**src/rtl/core/afc_pkg.sv**
```systemverilog
package afc_pkg;

	// Field widths
	localparam int INDEX_BITS = 16;
	localparam int COORD_BITS = 16;
	localparam int COEF_W     = 16;
	localparam int D_SHIFT    = 14;

	localparam int NUM_PLANES = 6;
	localparam int NUM_AXES   = 3;

	// Datapath widths
	localparam int PROD_W   = COEF_W + COORD_BITS;
	localparam int DSH_W    = COEF_W + D_SHIFT;
	localparam int SUM_W    = ((PROD_W > DSH_W) ? PROD_W : DSH_W) + 2;
	localparam int CNT_W    = INDEX_BITS + 1;

	// Stream widths, packed fields padded to whole bytes
	localparam int IN_FIELDS_W  = 2 * NUM_AXES * COORD_BITS;
	localparam int IN_DATA_W    = ((IN_FIELDS_W + 7) / 8) * 8;
	localparam int OUT_FIELDS_W = INDEX_BITS + 1 + CNT_W + 1;
	localparam int OUT_DATA_W   = ((OUT_FIELDS_W + 7) / 8) * 8;

	// Queue between classifier and counter stage
	localparam int QDEPTH = 4;
	localparam int QPTR_W = $clog2(QDEPTH);
	localparam int QLVL_W = $clog2(QDEPTH + 3);

	// Configuration port
	localparam int CFG_IDX_W  = 3;
	localparam int CFG_DATA_W = 64;

	localparam logic [CFG_IDX_W-1:0] REG_PLANE_LEFT   = CFG_IDX_W'(0);
	localparam logic [CFG_IDX_W-1:0] REG_PLANE_RIGHT  = CFG_IDX_W'(1);
	localparam logic [CFG_IDX_W-1:0] REG_PLANE_BOTTOM = CFG_IDX_W'(2);
	localparam logic [CFG_IDX_W-1:0] REG_PLANE_TOP    = CFG_IDX_W'(3);
	localparam logic [CFG_IDX_W-1:0] REG_PLANE_NEAR   = CFG_IDX_W'(4);
	localparam logic [CFG_IDX_W-1:0] REG_PLANE_FAR    = CFG_IDX_W'(5);

	// Plane word: a [15:0], b [31:16], c [47:32], d [63:48]
	typedef logic [CFG_DATA_W-1:0] plane_t;

	typedef logic signed [PROD_W-1:0] prod_t;
	typedef logic signed [SUM_W-1:0]  sum_t;

	typedef struct packed {
		logic vis;
		logic last;
	} q_entry_t;

	typedef struct packed {
		logic v_s1;
		logic v_s2;
	} front_stat_t;

endpackage

```
**src/rtl/core/afc_back.sv**
```systemverilog
module afc_back (
	input  logic                            clk,
	input  logic                            arst_n,
	input  logic                            in_valid,
	input  afc_pkg::q_entry_t               in_entry,
	output logic                            in_pop,
	output logic                            m_tvalid,
	input  logic                            m_tready,
	output logic [afc_pkg::OUT_DATA_W-1:0]  m_tdata,
	output logic                            m_tlast
);

	logic [afc_pkg::INDEX_BITS-1:0] box_q;
	logic [afc_pkg::CNT_W-1:0]      total_q;
	logic                           ovf_q;
	logic [afc_pkg::CNT_W-1:0]      total_next;

	logic                           m_tvalid_q;
	logic [afc_pkg::INDEX_BITS-1:0] m_idx_q;
	logic                           m_vis_q;
	logic [afc_pkg::CNT_W-1:0]      m_cnt_q;
	logic                           m_ovf_q;
	logic                           m_last_q;

	// Advance when the output register is free or being drained
	assign in_pop = in_valid && (!m_tvalid_q || m_tready);

	// Saturate at 2^INDEX_BITS: the top bit set means the count is full
	assign total_next = (in_entry.vis && !total_q[afc_pkg::CNT_W-1])
		? total_q + afc_pkg::CNT_W'(1) : total_q;

	always_ff @(posedge clk or negedge arst_n) begin
		if (!arst_n) begin
			box_q      <= '0;
			total_q    <= '0;
			ovf_q      <= 1'b0;
			m_tvalid_q <= 1'b0;
		end else begin
			if (in_pop) begin
				m_tvalid_q <= 1'b1;
			end else if (m_tready) begin
				m_tvalid_q <= 1'b0;
			end
			if (in_pop) begin
				if (in_entry.last) begin
					box_q   <= '0;
					total_q <= '0;
					ovf_q   <= 1'b0;
				end else begin
					total_q <= total_next;
					// Hold the top index once it has been handed out
					if (&box_q) begin
						ovf_q <= 1'b1;
					end else begin
						box_q <= box_q + afc_pkg::INDEX_BITS'(1);
					end
				end
			end
		end
	end

	always_ff @(posedge clk) begin
		if (in_pop) begin
			m_idx_q  <= box_q;
			m_vis_q  <= in_entry.vis;
			m_cnt_q  <= total_next;
			m_ovf_q  <= ovf_q;
			m_last_q <= in_entry.last;
		end
	end

	assign m_tvalid = m_tvalid_q;
	assign m_tdata  = afc_pkg::OUT_DATA_W'({m_ovf_q, m_cnt_q, m_vis_q, m_idx_q});
	assign m_tlast  = m_last_q;

endmodule

```
**config.mk**
```make
export PLATFORM = sky130hd
export DESIGN_NAME = afc_back
export DESIGN_NICKNAME = d
export VERILOG_FILES = /design/src/rtl/core/afc_pkg.sv /design/src/rtl/core/afc_back.sv
export SDC_FILE = /design/constraint.sdc
export NUM_CORES = 1
export LEC_CHECK = 0
export ABC_AREA = 1
export BUFFER_PORTS_ARGS = -buffer_cell sky130_fd_sc_hd__buf_2
export CAP_MARGIN = 30
export CELL_PAD_IN_SITES_DETAIL_PLACEMENT = 1
export CELL_PAD_IN_SITES_GLOBAL_PLACEMENT = 1
export CORE_MARGIN = 4
export CORE_UTILIZATION = 40
export CTS_BUF_LIST = sky130_fd_sc_hd__clkbuf_4
export CTS_CLUSTER_SIZE = 25
export DETAILED_ROUTE_END_ITERATION = 6
export GPL_TIMING_DRIVEN = 0
export PLACE_DENSITY_LB_ADDON = 0.05
export SLEW_MARGIN = 40
export SYNTH_ARGS = -nofsm -noshare
export SYNTH_HDL_FRONTEND = slang
export SYNTH_SLANG_ARGS = --single-unit
```
**constraint.sdc**
```tcl
create_clock -name clk -period 2 [get_ports clk]
set_input_delay 0.4 -clock clk [delete_from_list [all_inputs] [get_ports clk]]
set_output_delay 0.4 -clock clk [all_outputs]
set_load 0.02 [all_outputs]
```
==> impl_metrics.ini <==
[timing]
fin_crit_sh_pct = 89.8
hold_slack_ns = 0.194
rsz0062_at_grt = false
maxSlewHeadroom_pct = 57.1
finalSetupViolCount = 0
slew_violations = 0
finalSetupTns_ns = 0
fmax_ghz = 0.557
period_needed_ns = 1.80
hold_viol_final = 0
finClkSkew_ns = 0.0132
worstMarginPinSlew_ns = 0.643
fin_ws_ns = 0.203

[global_routing]
antenna_found_initial = 0
grt_use_total_pct = 17.1
grt_max_degree = 36
grt_pass1_wl_microns = 13300
overflow = 0
grt_pass1_vias = 2615

[clocking]
cts.path.max_buffers = 2
cts_buffers = 9
clk_latency_ns = 0.40
clk_root_buffer_cell = clkbuf_4
cts.sinks = 71
cts_tree = built
htree_levels = 3
cts_setup_buffers = 0
cts.clk_slew.worst_paths_ns = 0.11

[floorplanning]
die_w_microns = 100
rows = 33
chipHeight_microns = 100
dieArea_sq_um = 10000
initial_core_util_pct = 41.2
core_area_sq_um = 8260
io-pin-count = 49

[final_layout]
drive_gt1_share_pct = 22.4
multiInputGateArea_sq_um = 1210
synthToLayoutAreaGrowth_pct = 15.2
fin_util_pct = 47.4
seq_area_sq_um = 1960
n_antenna_cell = 0
fillers = 1019
final_cell_mix = nand2_1, buf_2, inv_1
nNetsFinal = 428
final_area_sq_um = 3920
final_common_cell = nand2_1

[critical_path]
timing.critical_path.buf_inv = 2
r2r_slack_ns = 0.21
worst_ep_required_time_ns = 1.60
cp.arrival_ns = 1.40
rr_endpoint = box_q[7]$_DFFE_PN0P_
crit_type = flip-flop to output pin
rr_startpoint = box_q[0]$_DFFE_PN0P_
worstSetupStartpoint = m_tvalid$_DFFE_PN0P_
critPathMaxStageDelay_ns = 0.36
worst_path_max_delay_cell = dfrtp_1
crit_family = flip-flops
end_kind = output pin
path_cells = nand2_1, nand2_4, clkinv_8, buf_2
path_depth = 4
rr_worst_depth = 9
critPathLaunchType = flip-flop
crit_fanout = 23

[flow_run]
cap_violations = 0

[outcome]
status = finished, final reports clean

[power_and_ir_drop]
max-vdd-ir-drop_uv = 349
pwr_density_cell_nw_per_um2 = 727
cellLeakagePower_nw = 1.77

[route]
via_count = 2608
wirelength_microns = 7970
detail_route.first_pass.iterations = 4
ant_nets = 0
vias_per_cell = 4.92
wl_per_cell_microns = 15.0
drtIter0Drc = 94
drc = 0

[placed_design]
placed_area_sq_um = 3770
finalWeightedCongestion = 0.842
hpwl_microns = 5590
post-place-ws_ns = -0.283
placement.io_buffers = 43

[synth]
ys_ff_latch = 71
ys_warn_count = 0
yosys.cell_types.count = 37
synth_area_per_cell_sq_um = 9.45
yosysSeqAreaShare_pct = 57.5
syn_inst = 360
netlist_area_sq_um = 3400

[hold_path]
min_path_type = input pin to flip-flop
worstHoldStart = in_entry[0]
min_to = m_tlast$_DFFE_PP_
min_path_cells = 1
## per-layer routing
layer / routed length (microns) / global-route usage (%) / vias up / part of all wire (%)
met3: 249 / 2.78 / 7 / 3.1
met4: 90 / 6.22 / 0 / 1.1
met2: 3350 / 23.4 / 44 / 42
met1: 4280 / 26.9 / 1270 / 54
li1: - / - / 1287 / -
met5: 0 / 0 / - / 0
## cells by family after synthesis
kind of cell / share of synthesized area, %
and+or+nand+nor: 25.1
DFF: 57.5
buffers and inverters: 7.47
AOI/OAI and AO/OA: 5.41
xor gates and xnor gates: 3.61
adders and majority gates: 0.736
other: 0.110
## how the worst max path moves through the flow
| stage | endpoint |
|---|---|
| CTS | in_pop |
| global placement | in_pop |
| detailed placement | box_q[6]$_DFFE_PN0P_ |
| finish | in_pop |
| global route | box_q[7]$_DFFE_PN0P_ |
| floorplan | box_q[3]$_DFFE_PN0P_ |
## worst reg2reg max path, stage by stage, from the launching register on
cell and delay, ns:
dfrtp_1 0.51, ha_2 0.29, nand3_2 0.15, inv_2 0.11, nand4_1 0.19, nand2_1 0.13, nand2_2 0.06, buf_6 0.14
nand2_1 0.07, nand2_1 0.05
## flip-flops by register name, indices dropped and copies added (netlist names), 16 cells and up
signal	cells
box_q	16
total_q	17
m_cnt_q	17
m_idx_q	16
## per-stage QoR
step,instances,total power [W]
finish,530,0.00285
global route,530,0.00303
global placement,512,0.00208
CTS,530,0.00289
detailed placement,512,0.00208
floorplan,364,0.00195
## timing repair
item / in CTS / in global routing
setup endpoints to repair: 16 / 7
hold endpoints to repair: 35 / 0
gates cloned: 1 / 0
pin swaps: 0 / 0
hold buffers: 1 / 0
gates resized for setup: 2 / 2
## cell usage after synthesis (all sizes together)
library cell	number	share of area, %
o21bai	2	0.44
nand3b	1	0.22
nor3b	1	0.22
clkbuf	1	0.11
buf	11	2.8
o22ai	3	0.55
nor2	31	4.2
a22o	1	0.26
xnor2	2	0.52
ha	2	0.74
nor3	9	1.5
dfrtp	35	26
inv	39	4.3
nand4	10	1.8
and2	3	0.55
nand2	111	13
o21a	1	0.22
xor2	12	3.1
o21ai	18	3.3
edfxtp	36	32
clkinv	2	0.22
nand3	25	3.8
a21oi	2	0.40
a22oi	1	0.22
conb	1	0.11
## where the power goes
| group | switching (W) | internal (W) |
|---|---|---|
| Sequential | 0.0000621 | 0.00163 |
| Clock | 0.000494 | 0.000293 |
| Combinational | 0.000253 | 0.000116 |
| Total | 0.000810 | 0.00204 |
## area by class of cell
class	count	area share, %
plain buffers	12	2.56
clock buffers	12	2.30
clock inverters	4	0.575
inverters	41	4.25
multi-input cells	240	31.0
flip-flops and latches	71	50.0
well taps	105	3.35
repair buffers	44	5.81
repair inverters	1	0.224
(Power assumes the default switching activity.)
