==> config.mk <==
export PLATFORM = sky130hd
export DESIGN_NAME = afc_queue
export DESIGN_NICKNAME = d
export VERILOG_FILES = /design/src/rtl/core/afc_pkg.sv /design/src/rtl/core/afc_queue.sv
export SDC_FILE = /design/constraint.sdc
export NUM_CORES = 1
export LEC_CHECK = 0
export BUFFER_PORTS_ARGS = -buffer_cell sky130_fd_sc_hd__buf_2
export CAP_MARGIN = 20
export CORE_UTILIZATION = 32
export CTS_BUF_LIST = sky130_fd_sc_hd__clkbuf_8
export CTS_CLUSTER_DIAMETER = 80
export CTS_CLUSTER_SIZE = 14
export DETAILED_ROUTE_END_ITERATION = 7
export GPL_TIMING_DRIVEN = 0
export PLACE_DENSITY = 0.56
export SYNTH_ARGS = -nofsm -noshare
export SYNTH_HDL_FRONTEND = slang
export SYNTH_SLANG_ARGS = --single-unit
==> constraint.sdc <==
create_clock -name clk -period 1.2 [get_ports clk]
set_input_delay 0.24 -clock clk [delete_from_list [all_inputs] [get_ports clk]]
set_output_delay 0.24 -clock clk [all_outputs]
set_load 0.01 [all_outputs]
==> src/rtl/core/afc_pkg.sv <==
package afc_pkg;

	// Field widths
	localparam int INDEX_BITS = 16;
	localparam int COORD_BITS = 16;
	localparam int COEF_W     = 16;
	localparam int D_SHIFT    = 14;

	localparam int NUM_PLANES = 6;
	localparam int NUM_AXES   = 3;

	// Datapath widths
	localparam int PROD_W   = COEF_W + COORD_BITS;
	localparam int DSH_W    = COEF_W + D_SHIFT;
	localparam int SUM_W    = ((PROD_W > DSH_W) ? PROD_W : DSH_W) + 2;
	localparam int CNT_W    = INDEX_BITS + 1;

	// Stream widths, packed fields padded to whole bytes
	localparam int IN_FIELDS_W  = 2 * NUM_AXES * COORD_BITS;
	localparam int IN_DATA_W    = ((IN_FIELDS_W + 7) / 8) * 8;
	localparam int OUT_FIELDS_W = INDEX_BITS + 1 + CNT_W + 1;
	localparam int OUT_DATA_W   = ((OUT_FIELDS_W + 7) / 8) * 8;

	// Queue between classifier and counter stage
	localparam int QDEPTH = 4;
	localparam int QPTR_W = $clog2(QDEPTH);
	localparam int QLVL_W = $clog2(QDEPTH + 3);

	// Configuration port
	localparam int CFG_IDX_W  = 3;
	localparam int CFG_DATA_W = 64;

	localparam logic [CFG_IDX_W-1:0] REG_PLANE_LEFT   = CFG_IDX_W'(0);
	localparam logic [CFG_IDX_W-1:0] REG_PLANE_RIGHT  = CFG_IDX_W'(1);
	localparam logic [CFG_IDX_W-1:0] REG_PLANE_BOTTOM = CFG_IDX_W'(2);
	localparam logic [CFG_IDX_W-1:0] REG_PLANE_TOP    = CFG_IDX_W'(3);
	localparam logic [CFG_IDX_W-1:0] REG_PLANE_NEAR   = CFG_IDX_W'(4);
	localparam logic [CFG_IDX_W-1:0] REG_PLANE_FAR    = CFG_IDX_W'(5);

	// Plane word: a [15:0], b [31:16], c [47:32], d [63:48]
	typedef logic [CFG_DATA_W-1:0] plane_t;

	typedef logic signed [PROD_W-1:0] prod_t;
	typedef logic signed [SUM_W-1:0]  sum_t;

	typedef struct packed {
		logic vis;
		logic last;
	} q_entry_t;

	typedef struct packed {
		logic v_s1;
		logic v_s2;
	} front_stat_t;

endpackage

==> src/rtl/core/afc_queue.sv <==
module afc_queue (
	input  logic                        clk,
	input  logic                        arst_n,
	input  logic                        push,
	input  afc_pkg::q_entry_t           push_entry,
	input  logic                        pop,
	output afc_pkg::q_entry_t           head_entry,
	output logic                        not_empty,
	output logic [afc_pkg::QLVL_W-1:0]  level
);

	afc_pkg::q_entry_t               store_q [afc_pkg::QDEPTH];
	logic [afc_pkg::QPTR_W-1:0]      wr_ptr_q;
	logic [afc_pkg::QPTR_W-1:0]      rd_ptr_q;
	logic [afc_pkg::QLVL_W-1:0]      count_q;

	always_ff @(posedge clk or negedge arst_n) begin
		if (!arst_n) begin
			wr_ptr_q <= '0;
			rd_ptr_q <= '0;
			count_q  <= '0;
		end else begin
			if (push) begin
				wr_ptr_q <= wr_ptr_q + afc_pkg::QPTR_W'(1);
			end
			if (pop) begin
				rd_ptr_q <= rd_ptr_q + afc_pkg::QPTR_W'(1);
			end
			case ({push, pop})
				2'b10:   count_q <= count_q + afc_pkg::QLVL_W'(1);
				2'b01:   count_q <= count_q - afc_pkg::QLVL_W'(1);
				default: count_q <= count_q;
			endcase
		end
	end

	always_ff @(posedge clk) begin
		if (push) begin
			store_q[wr_ptr_q] <= push_entry;
		end
	end

	assign head_entry = store_q[rd_ptr_q];
	assign not_empty  = (count_q != '0);
	assign level      = count_q;

endmodule

==> flow_metrics.env, run 1 <==
export IMPL_netlist_area_um2=683
export IMPL_syn_area_per_cell_um2=15.2
export IMPL_busiest_layer="met2"
export IMPL_rsz0062_at_grt="true"
export IMPL_hp_class="in2reg"
export IMPL_ys_flop_type="edfxtp_1"
export IMPL_slew_headroom=0.891
export IMPL_clock_sinks=15
export IMPL_drtPass1Iterations=2
export IMPL_gr_usage_met2=0.160
export IMPL_root_buffer="clkbuf_8"
export IMPL_initial_core_util=0.345
export IMPL_fp_dieH_um=48.2
export IMPL_power_density_nw_per_um2=2320
export IMPL_syn_to_final_growth_pct=29.5
export IMPL_violations="setup timing"
export IMPL_fin_ws_ns=-0.327
export IMPL_ir_worst_vdd_uv=701
export IMPL_num_rows=16
export IMPL_placed_cell_area_um2=779
export IMPL_cts_tree="built"
export IMPL_synth_warnings=0
export IMPL_outcome="finished, violations left"
export IMPL_grtUsageMet1=0.126
export IMPL_clkTransAtPathRegs_ns=0.06
export IMPL_synthCells=45
export IMPL_num_antenna_cells=0
export IMPL_worst_pin_slew_ns=0.163
export IMPL_yosysMostFrequentCell="edfxtp_1"
export IMPL_viasPerCell=4.16
export IMPL_clk_path_buf_depth=2
export IMPL_io_pins=12
export IMPL_worstSetupStartpointType="flop"
export IMPL_final_area_um2=885
export IMPL_finalCritPeriodShare=1.27
export IMPL_core_area_um2=1980
export IMPL_drtIter0Drc=1
export IMPL_port_buffers=11
export IMPL_synth_top_cells_by_count="8 x edfxtp_1, 7 x dfrtp_1, 6 x inv_1"
export IMPL_first_global_vias=372
export IMPL_wirelength_mm=1.02
export IMPL_grt_overflow=0
export IMPL_clk_latency_ns=0.24
export IMPL_crit_fanout=3
export IMPL_wl_per_cell_um=11.1
export IMPL_synthTopCellsByArea="edfxtp_1 35%, dfrtp_1 26%, ha_1 9.2%"
export IMPL_synth_distinct_cells=14
export IMPL_grt_max_degree=9
export IMPL_use_met3=0.0333
export IMPL_crit_required_ns=0.96
export IMPL_synth_edf_count=8
export IMPL_ys_ff_latch=15
export IMPL_worstPathCellList="mux4_2, buf_6"
export IMPL_track_usage=0.104
export IMPL_yosysSeqAreaShare=0.608
export IMPL_critPathSlowestCell="mux4_2"
export IMPL_slew_viol_final=0
export IMPL_synth_largest_area_cell="edfxtp_1"
export IMPL_fin_cells=92
export IMPL_layout_drive_gt1_share=0.415
export IMPL_crit_path_end_kind="output port"
export IMPL_slowest_delay_ns=0.52
export IMPL_min_period_ns=1.53
export IMPL_clock_skew_ns=0.00118
export IMPL_arrival_ns=1.29
export IMPL_die_area_um2=2320
export IMPL_leakage_uw=0.000386
export IMPL_syn_num_nets=57
export IMPL_synthArstFlopShare=0.467
export IMPL_grt_antenna_before_repair=0
export IMPL_drt_antenna_violating_nets=0
export IMPL_dp_slack_ns=-0.318
export IMPL_final_nets=78
export IMPL_fmaxAchievable_mhz=655
export IMPL_die_w_um=48.2
export IMPL_path_class="reg2out"
export IMPL_setup_viol=5
export IMPL_maxCapViolCount=0
export IMPL_drc=0
export IMPL_place_inst=83
export IMPL_cts_made_buffers=3
export IMPL_grt_pass1_wl_mm=1.55
export IMPL_fin_tns_setup_ns=-0.932
export IMPL_hold_viol_final=0
export IMPL_num_vias=383
export IMPL_cts_htree_levels=1
export IMPL_gp_congestion=0.604
export IMPL_synth_top_area_share=0.352
export IMPL_dpl_hpwl_um=800
-- what timing repair did --
item / CTS / global route
setup buffers: 3 / 1
pin swaps: 3 / 0
gates resized for setup: 1 / 3
hold buffers: 1 / 0
endpoints found under the hold margin: 7 / 0
endpoints found under the setup margin: 4 / 4
-- worst max-delay path, delay by kind of cell, from the launching register on --
family	cells	cell delay, ns
mux	1	0.52
buf+inv	1	0.14
flops	1	0.40
-- sequential cells by signal, summed over array words and instances, names as in the netlist --
name,cells
wr_ptr_q,2
level,3
rd_ptr_q,2
store_q,8
-- final cells by class --
| cell class | count | area [um^2] |
|---|---|---|
| fillers | 181 | 1100 |
| flip-flops and latches | 15 | 417 |
| multi-input cells | 24 | 253 |
| repair buffers | 16 | 114 |
| clock buffers | 3 | 41.3 |
| well taps | 27 | 33.8 |
| inverters | 6 | 22.5 |
| clock inverters | 1 | 3.75 |
-- stage by stage --
step                hold slack, ns   util  total power (uW)
floorplan                  -0.0556      -              1290
global placement            0.0810  0.393              1480
detailed placement          0.0809  0.393              1510
CTS                          0.222  0.433              1980
global route                 0.224  0.446              2240
finish                       0.221  0.446              2050
-- layer usage --
metal | wire length (um) | vias up
li1 | - | 191
met1 | 452 | 185
met2 | 522 | 5
met3 | 32 | 2
met4 | 15 | 0
met5 | 0 | -
-- cell usage in the layout, fill, tap and decap left out --
cell type | synthesis | layout
clkbuf_8 | 0 | 3
inv_1 | 6 | 3
fa_2 | 0 | 1
nand2_1 | 2 | 2
or3_1 | 1 | 1
buf_6 | 0 | 3
mux4_2 | 0 | 2
inv_2 | 0 | 4
dfrtp_1 | 7 | 6
edfxtp_1 | 8 | 8
xnor2_1 | 2 | 2
xor2_1 | 4 | 4
ha_4 | 0 | 1
mux2i_1 | 1 | 1
nor2_1 | 1 | 1
and2_1 | 4 | 4
o21ai_0 | 1 | 1
buf_2 | 0 | 8
ha_1 | 5 | 4
dfrtp_2 | 0 | 1
buf_4 | 0 | 4
dlygate4sd3_1 | 0 | 1
-- where the power goes --
group          total (uW)  switching [uW]  internal (uW)
logic                 817             346            471
registers             860             131            729
clock network         378             153            225
-- path summary, 6_finish.rpt --
| check | startpoint | to | slack (ns) | depth (start not counted) |
|---|---|---|---|---|
| min in group asynchronous | arst_n | wr_ptr_q[0]$_DFFE_PN0P_ | 0.37 | 2 |
| hold reg to reg | rd_ptr_q[1]$_DFFE_PN0P_ | rd_ptr_q[1]$_DFFE_PN0P_ | 0.54 | 1 |
| setup / recovery | rd_ptr_q[0]$_DFFE_PN0P_ | head_entry[1] | -0.33 | 2 |
| max in group asynchronous | arst_n | rd_ptr_q[0]$_DFFE_PN0P_ | 0.66 | 2 |
| hold / removal | push_entry[0] | store_q[3][0]$_DFFE_PP_ | 0.22 | 1 |
| setup reg to reg | level[0]$_DFFE_PN0P_ | level[2]$_DFFE_PN0P_ | -0.06 | 5 |
-- kinds of logic after synthesis --
| family | count (synthesis) | share of synthesized area |
|---|---|---|
| AOI/OAI and AO/OA | 1 | 0.00732 |
| xor gates and xnor gates | 6 | 0.0769 |
| muxes | 3 | 0.0916 |
| buffers and inverters | 6 | 0.0330 |
| and+or+nand+nor | 8 | 0.0623 |
| DFF | 15 | 0.608 |
| adders and majority gates | 6 | 0.121 |
Note: power is estimated with default switching activity, not from simulation.
==> run 2: changes to the inputs <==
--- a/config.mk
+++ b/config.mk
@@ -9,7 +9,6 @@
 export CAP_MARGIN = 20
 export CORE_UTILIZATION = 32
 export CTS_BUF_LIST = sky130_fd_sc_hd__clkbuf_8
-export CTS_CLUSTER_DIAMETER = 80
 export CTS_CLUSTER_SIZE = 14
 export DETAILED_ROUTE_END_ITERATION = 7
 export GPL_TIMING_DRIVEN = 0
@@ -17,3 +16,4 @@
 export SYNTH_ARGS = -nofsm -noshare
 export SYNTH_HDL_FRONTEND = slang
 export SYNTH_SLANG_ARGS = --single-unit
+export TNS_END_PERCENT = 1
==> flow_metrics.env, run 2 (synthesized netlist as in run 1, its figures left out) <==
export IMPL_outcome="finished, violations left"
export IMPL_violations="setup timing"
export IMPL_initial_core_util=0.345
export IMPL_root_buffer="clkbuf_8"
export IMPL_power_density_nw_per_um2=2250
export IMPL_fin_ws_ns=-0.319
export IMPL_reg2reg_depth=5
export IMPL_cp_num_buf_inv=1
export IMPL_core_area_um2=1980
export IMPL_hp_class="in2reg"
export IMPL_whs_endpoint="store_q[0][0]$_DFFE_PP_"
export IMPL_drc=0
export IMPL_num_vias=361
export IMPL_path_class="reg2out"
export IMPL_dp_slack_ns=-0.303
export IMPL_fin_hold_ws_ns=0.219
export IMPL_crit_family="multiplexers"
export IMPL_placed_cell_area_um2=787
export IMPL_die_area_um2=2320
export IMPL_track_usage=0.100
export IMPL_fmaxAchievable_mhz=658
export IMPL_grt_overflow=0
export IMPL_final_common_cell="buf_2"
export IMPL_drtPass1Iterations=4
export IMPL_top_register="store_q"
export IMPL_clk_path_buf_depth=2
export IMPL_ir_worst_vdd_uv=837
export IMPL_drtIter0Drc=2
export IMPL_r2r_end="level[2]$_DFFE_PN0P_"
export IMPL_design_power_total_uw=1900
export IMPL_r2r_slack_ns=-0.07
export IMPL_dpl_hpwl_um=723
export IMPL_fp_dieH_um=48.2
export IMPL_cts_tree="built"
export IMPL_worstSetupStartpointType="flop"
export IMPL_place_inst=83
export IMPL_syn_to_final_growth_pct=23.4
export IMPL_drt_antenna_violating_nets=0
export IMPL_final_area_um2=843
export IMPL_cts_made_buffers=3
export IMPL_clock_sinks=15
export IMPL_crit_required_ns=0.96
export IMPL_critPathSlowestCell="mux4_2"
export IMPL_io_pins=12
export IMPL_clkTransAtPathRegs_ns=0.06
export IMPL_largest_register_ffs=8
export IMPL_crit_fanout=3
export IMPL_grt_antenna_before_repair=0
export IMPL_slowest_delay_ns=0.49
export IMPL_layout_drive_gt1_share=0.387
export IMPL_clk_latency_ns=0.24
export IMPL_clock_skew_ns=0.00400
export IMPL_hold_viol_final=0
export IMPL_grt_pass1_wl_mm=1.57
export IMPL_wl_per_cell_um=10.7
export IMPL_slew_headroom=0.886
export IMPL_worst_pin_slew_ns=0.171
export IMPL_min_from="push_entry[0]"
export IMPL_setup_viol=4
export IMPL_rsz0062_at_grt="true"
export IMPL_min_period_ns=1.52
export IMPL_maxCapViolCount=0
export IMPL_r2r_start="level[1]$_DFFE_PN0P_"
export IMPL_wirelength_um=948
export IMPL_finalCritPeriodShare=1.27
export IMPL_arrival_ns=1.28
export IMPL_nFillCells=191
export IMPL_grt_max_degree=9
export IMPL_cts_htree_levels=1
export IMPL_die_w_um=48.2
export IMPL_final_nets=75
export IMPL_fin_cells=89
export IMPL_port_buffers=11
export IMPL_num_antenna_cells=0
export IMPL_crit_path_end_kind="output port"
export IMPL_hold_path_cell_count=1
export IMPL_setup_worst_path_start="rd_ptr_q[0]$_DFFE_PN0P_"
export IMPL_worstPathCellList="mux4_2, buf_2"
export IMPL_slew_viol_final=0
export IMPL_final_cell_mix="11 x buf_2, 8 x edfxtp_1, 6 x dfrtp_1"
export IMPL_num_rows=16
export IMPL_gp_congestion=0.594
export IMPL_first_global_vias=340
export IMPL_viasPerCell=4.06
export IMPL_leakage_uw=0.000365
[run 2: final cells by class]
type                            instances  area [um^2]  share of cell area
Clock inverter                          1         3.75             0.00445
Timing Repair Buffer                   13         72.6              0.0861
Clock buffer                            3         41.3              0.0490
Tap cell                               27         33.8              0.0401
Multi-Input combinational cell         24          253               0.300
Inverter                                6         22.5              0.0267
Sequential cell                        15          417               0.494
[run 2: metrics by stage]
step | setup TNS, ns | utilization
detailed placement | -0.785 | 0.397
global placement | -0.787 | 0.397
CTS | -0.998 | 0.425
finish | -0.880 | 0.426
global route | -1.18 | 0.426
floorplan | -0.174 | -
[run 2: power by group]
group | internal (uW) | leakage, uW | switching [uW]
clock | 226 | 0.0000269 | 163
sequential | 729 | 0.000155 | 137
combinational | 342 | 0.000183 | 303
total | 1300 | 0.000365 | 603
[run 2: worst max path at each step]
stage / to / cells past startpoint
after floorplan: level[2]$_DFFE_PN0P_ / 5
after global placement: level[2]$_DFFE_PN0P_ / 8
after detailed placement: level[2]$_DFFE_PN0P_ / 8
after CTS: head_entry[0] / 2
after global routing: head_entry[1] / 2
final: head_entry[0] / 2
[run 2: what timing repair did]
action / CTS / global route
setup endpoints to repair: 4 / 4
endpoints found under the hold margin: 7 / 0
hold buffers: 1 / 0
buffers inserted: 1 / 0
pin swaps: 4 / 1
gates resized for setup: 2 / 1
[run 2: routing by layer]
metal / vias up / track usage / part of all wire / wire length (um)
met5: - / 0 / 0 / 0
met2: 5 / 0.125 / 0.45 / 428
met1: 169 / 0.151 / 0.52 / 489
met3: 2 / 0.0333 / 0.024 / 23
li1: 185 / - / - / -
met4: 0 / 0.0500 / 0.0084 / 8
==> run 3: changes to the inputs <==
--- a/config.mk
+++ b/config.mk
@@ -5,7 +5,7 @@
 export SDC_FILE = /design/constraint.sdc
 export NUM_CORES = 1
 export LEC_CHECK = 0
-export BUFFER_PORTS_ARGS = -buffer_cell sky130_fd_sc_hd__buf_2
+export BUFFER_PORTS_ARGS = -buffer_cell sky130_fd_sc_hd__buf_4
 export CAP_MARGIN = 20
 export CORE_UTILIZATION = 32
 export CTS_BUF_LIST = sky130_fd_sc_hd__clkbuf_8
==> flow_metrics.env, run 3 (synthesized netlist as in run 1, its figures left out) <==
export IMPL_hp_class="in2reg"
export IMPL_final_common_cell="buf_4"
export IMPL_clock_sinks=15
export IMPL_crit_fanout=3
export IMPL_io_pins=12
export IMPL_final_nets=75
export IMPL_root_buffer="clkbuf_8"
export IMPL_drtPass1Iterations=1
export IMPL_leakage_uw=0.000378
export IMPL_cp_depth=2
export IMPL_die_w_um=48.2
export IMPL_layout_drive_gt1_share=0.403
export IMPL_outcome="finished, violations left"
export IMPL_drtIter0Drc=0
export IMPL_viasPerCell=4.18
export IMPL_hold_viol_final=0
export IMPL_power_switching_uw=619
export IMPL_p_seq_frac=0.436
export IMPL_p_int_uw=1400
export IMPL_slowest_delay_ns=0.51
export IMPL_port_buffers=11
export IMPL_hold_path_cell_count=1
export IMPL_worst_pin_slew_ns=0.146
export IMPL_violations="setup timing"
export IMPL_arrival_ns=1.29
export IMPL_die_area_um2=2320
export IMPL_grt_antenna_before_repair=0
export IMPL_num_rows=16
export IMPL_rsz0062_at_grt="true"
export IMPL_grt_max_degree=9
export IMPL_num_vias=372
export IMPL_ir_worst_vdd_uv=1100
export IMPL_crit_family="multiplexers"
export IMPL_initial_core_util=0.345
export IMPL_drt_antenna_violating_nets=0
export IMPL_path_class="reg2out"
export IMPL_first_global_vias=336
export IMPL_worstPathCellList="mux4_2, buf_6"
export IMPL_finalCritPeriodShare=1.28
export IMPL_crit_required_ns=0.96
export IMPL_cts_made_buffers=3
export IMPL_clock_skew_ns=0.00152
export IMPL_maxCapViolCount=0
export IMPL_cts_tree="built"
export IMPL_gp_congestion=0.624
export IMPL_top_register="store_q"
export IMPL_drc=0
export IMPL_clkTransAtPathRegs_ns=0.06
export IMPL_fmaxAchievable_mhz=653
export IMPL_setup_viol=4
export IMPL_power_density_nw_per_um2=2280
export IMPL_place_inst=83
export IMPL_fin_cells=89
export IMPL_grt_overflow=0
export IMPL_cts_htree_levels=1
export IMPL_wl_per_cell_um=11.2
export IMPL_final_cell_mix="9 x buf_4, 8 x edfxtp_1, 5 x dfrtp_1"
export IMPL_wirelength_um=999
export IMPL_min_period_ns=1.53
export IMPL_syn_to_final_growth_pct=29.3
export IMPL_critPathSlowestCell="mux4_2"
export IMPL_finish_utilization=0.446
export IMPL_grt_pass1_wl_mm=1.52
export IMPL_crit_path_end_kind="output port"
export IMPL_p_sw_frac=0.307
export IMPL_worstSetupStartpointType="flop"
export IMPL_reg2reg_depth=5
export IMPL_final_area_um2=883
export IMPL_num_antenna_cells=0
export IMPL_slew_headroom=0.902
export IMPL_core_area_um2=1980
export IMPL_fin_tns_setup_ns=-0.930
export IMPL_nFillCells=183
export IMPL_fin_ws_ns=-0.332
export IMPL_slew_viol_final=0
export IMPL_clk_path_buf_depth=2
export IMPL_largest_register_ffs=8
export IMPL_cp_num_buf_inv=1
export IMPL_fp_dieH_um=48.2
export IMPL_track_usage=0.109
export IMPL_placed_cell_area_um2=815
export IMPL_p_clk_frac=0.191
export IMPL_clk_latency_ns=0.24
export IMPL_p_comb_frac=0.373
run 3: cell counts in the layout (fill, tap and decap cells not counted):
Identical to the previous run, type by type.
run 3: per-stage QoR:
stage,power [uW],worst slack [ns],hold slack [ns]
after floorplan,1280,-0.0918,-0.0556
after global placement,1540,-0.302,0.0570
after detailed placement,1550,-0.305,0.0609
after CTS,2030,-0.384,0.195
after global routing,2200,-0.383,0.193
final,2010,-0.332,0.198
run 3: power by group through the flow:
stage          logic [uW]  registers, uW  clock network (uW)
5_1_grt               855            916                 425
4_1_cts               755            877                 399
2_1_floorplan         401            874                   0
3_5_place_dp          675            880                   0
6_report              751            879                 384
3_3_place_gp          661            879                   0
run 3: timing repair:
item,in CTS,in global routing
hold buffers,1,0
setup buffers,1,0
gates cloned,0,0
pin swaps,4,1
hold endpoints to repair,7,0
resized for setup,4,3
setup endpoints to repair,4,5
run 3: worst paths after layout:
kind / from / to / slack (ns)
max reg2reg: level[1]$_DFFE_PN0P_ / level[2]$_DFFE_PN0P_ / -0.08
min reg2reg: level[2]$_DFFE_PN0P_ / level[2]$_DFFE_PN0P_ / 0.48
min: push_entry[0] / store_q[1][0]$_DFFE_PP_ / 0.20
max: rd_ptr_q[0]$_DFFE_PN0P_ / head_entry[0] / -0.33
min in group asynchronous: arst_n / wr_ptr_q[0]$_DFFE_PN0P_ / 0.34
max in group asynchronous: arst_n / level[0]$_DFFE_PN0P_ / 0.72
run 3: final cells by class:
cell class / instances / area (um^2) / area share
Clock inverter: 1 / 3.75 / 0.00425
Multi-Input combinational cell: 24 / 253 / 0.286
Inverter: 6 / 22.5 / 0.0255
Clock buffer: 3 / 41.3 / 0.0467
Timing Repair Buffer: 13 / 111 / 0.126
Sequential cell: 15 / 418 / 0.473
Tap cell: 27 / 33.8 / 0.0382
run 3: worst register-to-register path, delay by kind of cell (launching register included):
family                     cells  cell delay, ns
xor gates and xnor gates       2            0.30
buffers and inverters          1            0.06
and+or+nand+nor                1            0.11
adders and majority gates      1            0.35
DFF                            1            0.38
run 3: metal layers:
| layer | up-vias | GRT usage | wire length (um) |
|---|---|---|---|
| met1 | 178 | 0.127 | 457 |
| li1 | 182 | - | - |
| met3 | 4 | 0.0556 | 53 |
| met2 | 8 | 0.152 | 451 |
| met5 | - | 0 | 0 |
| met4 | 0 | 0.0833 | 36 |
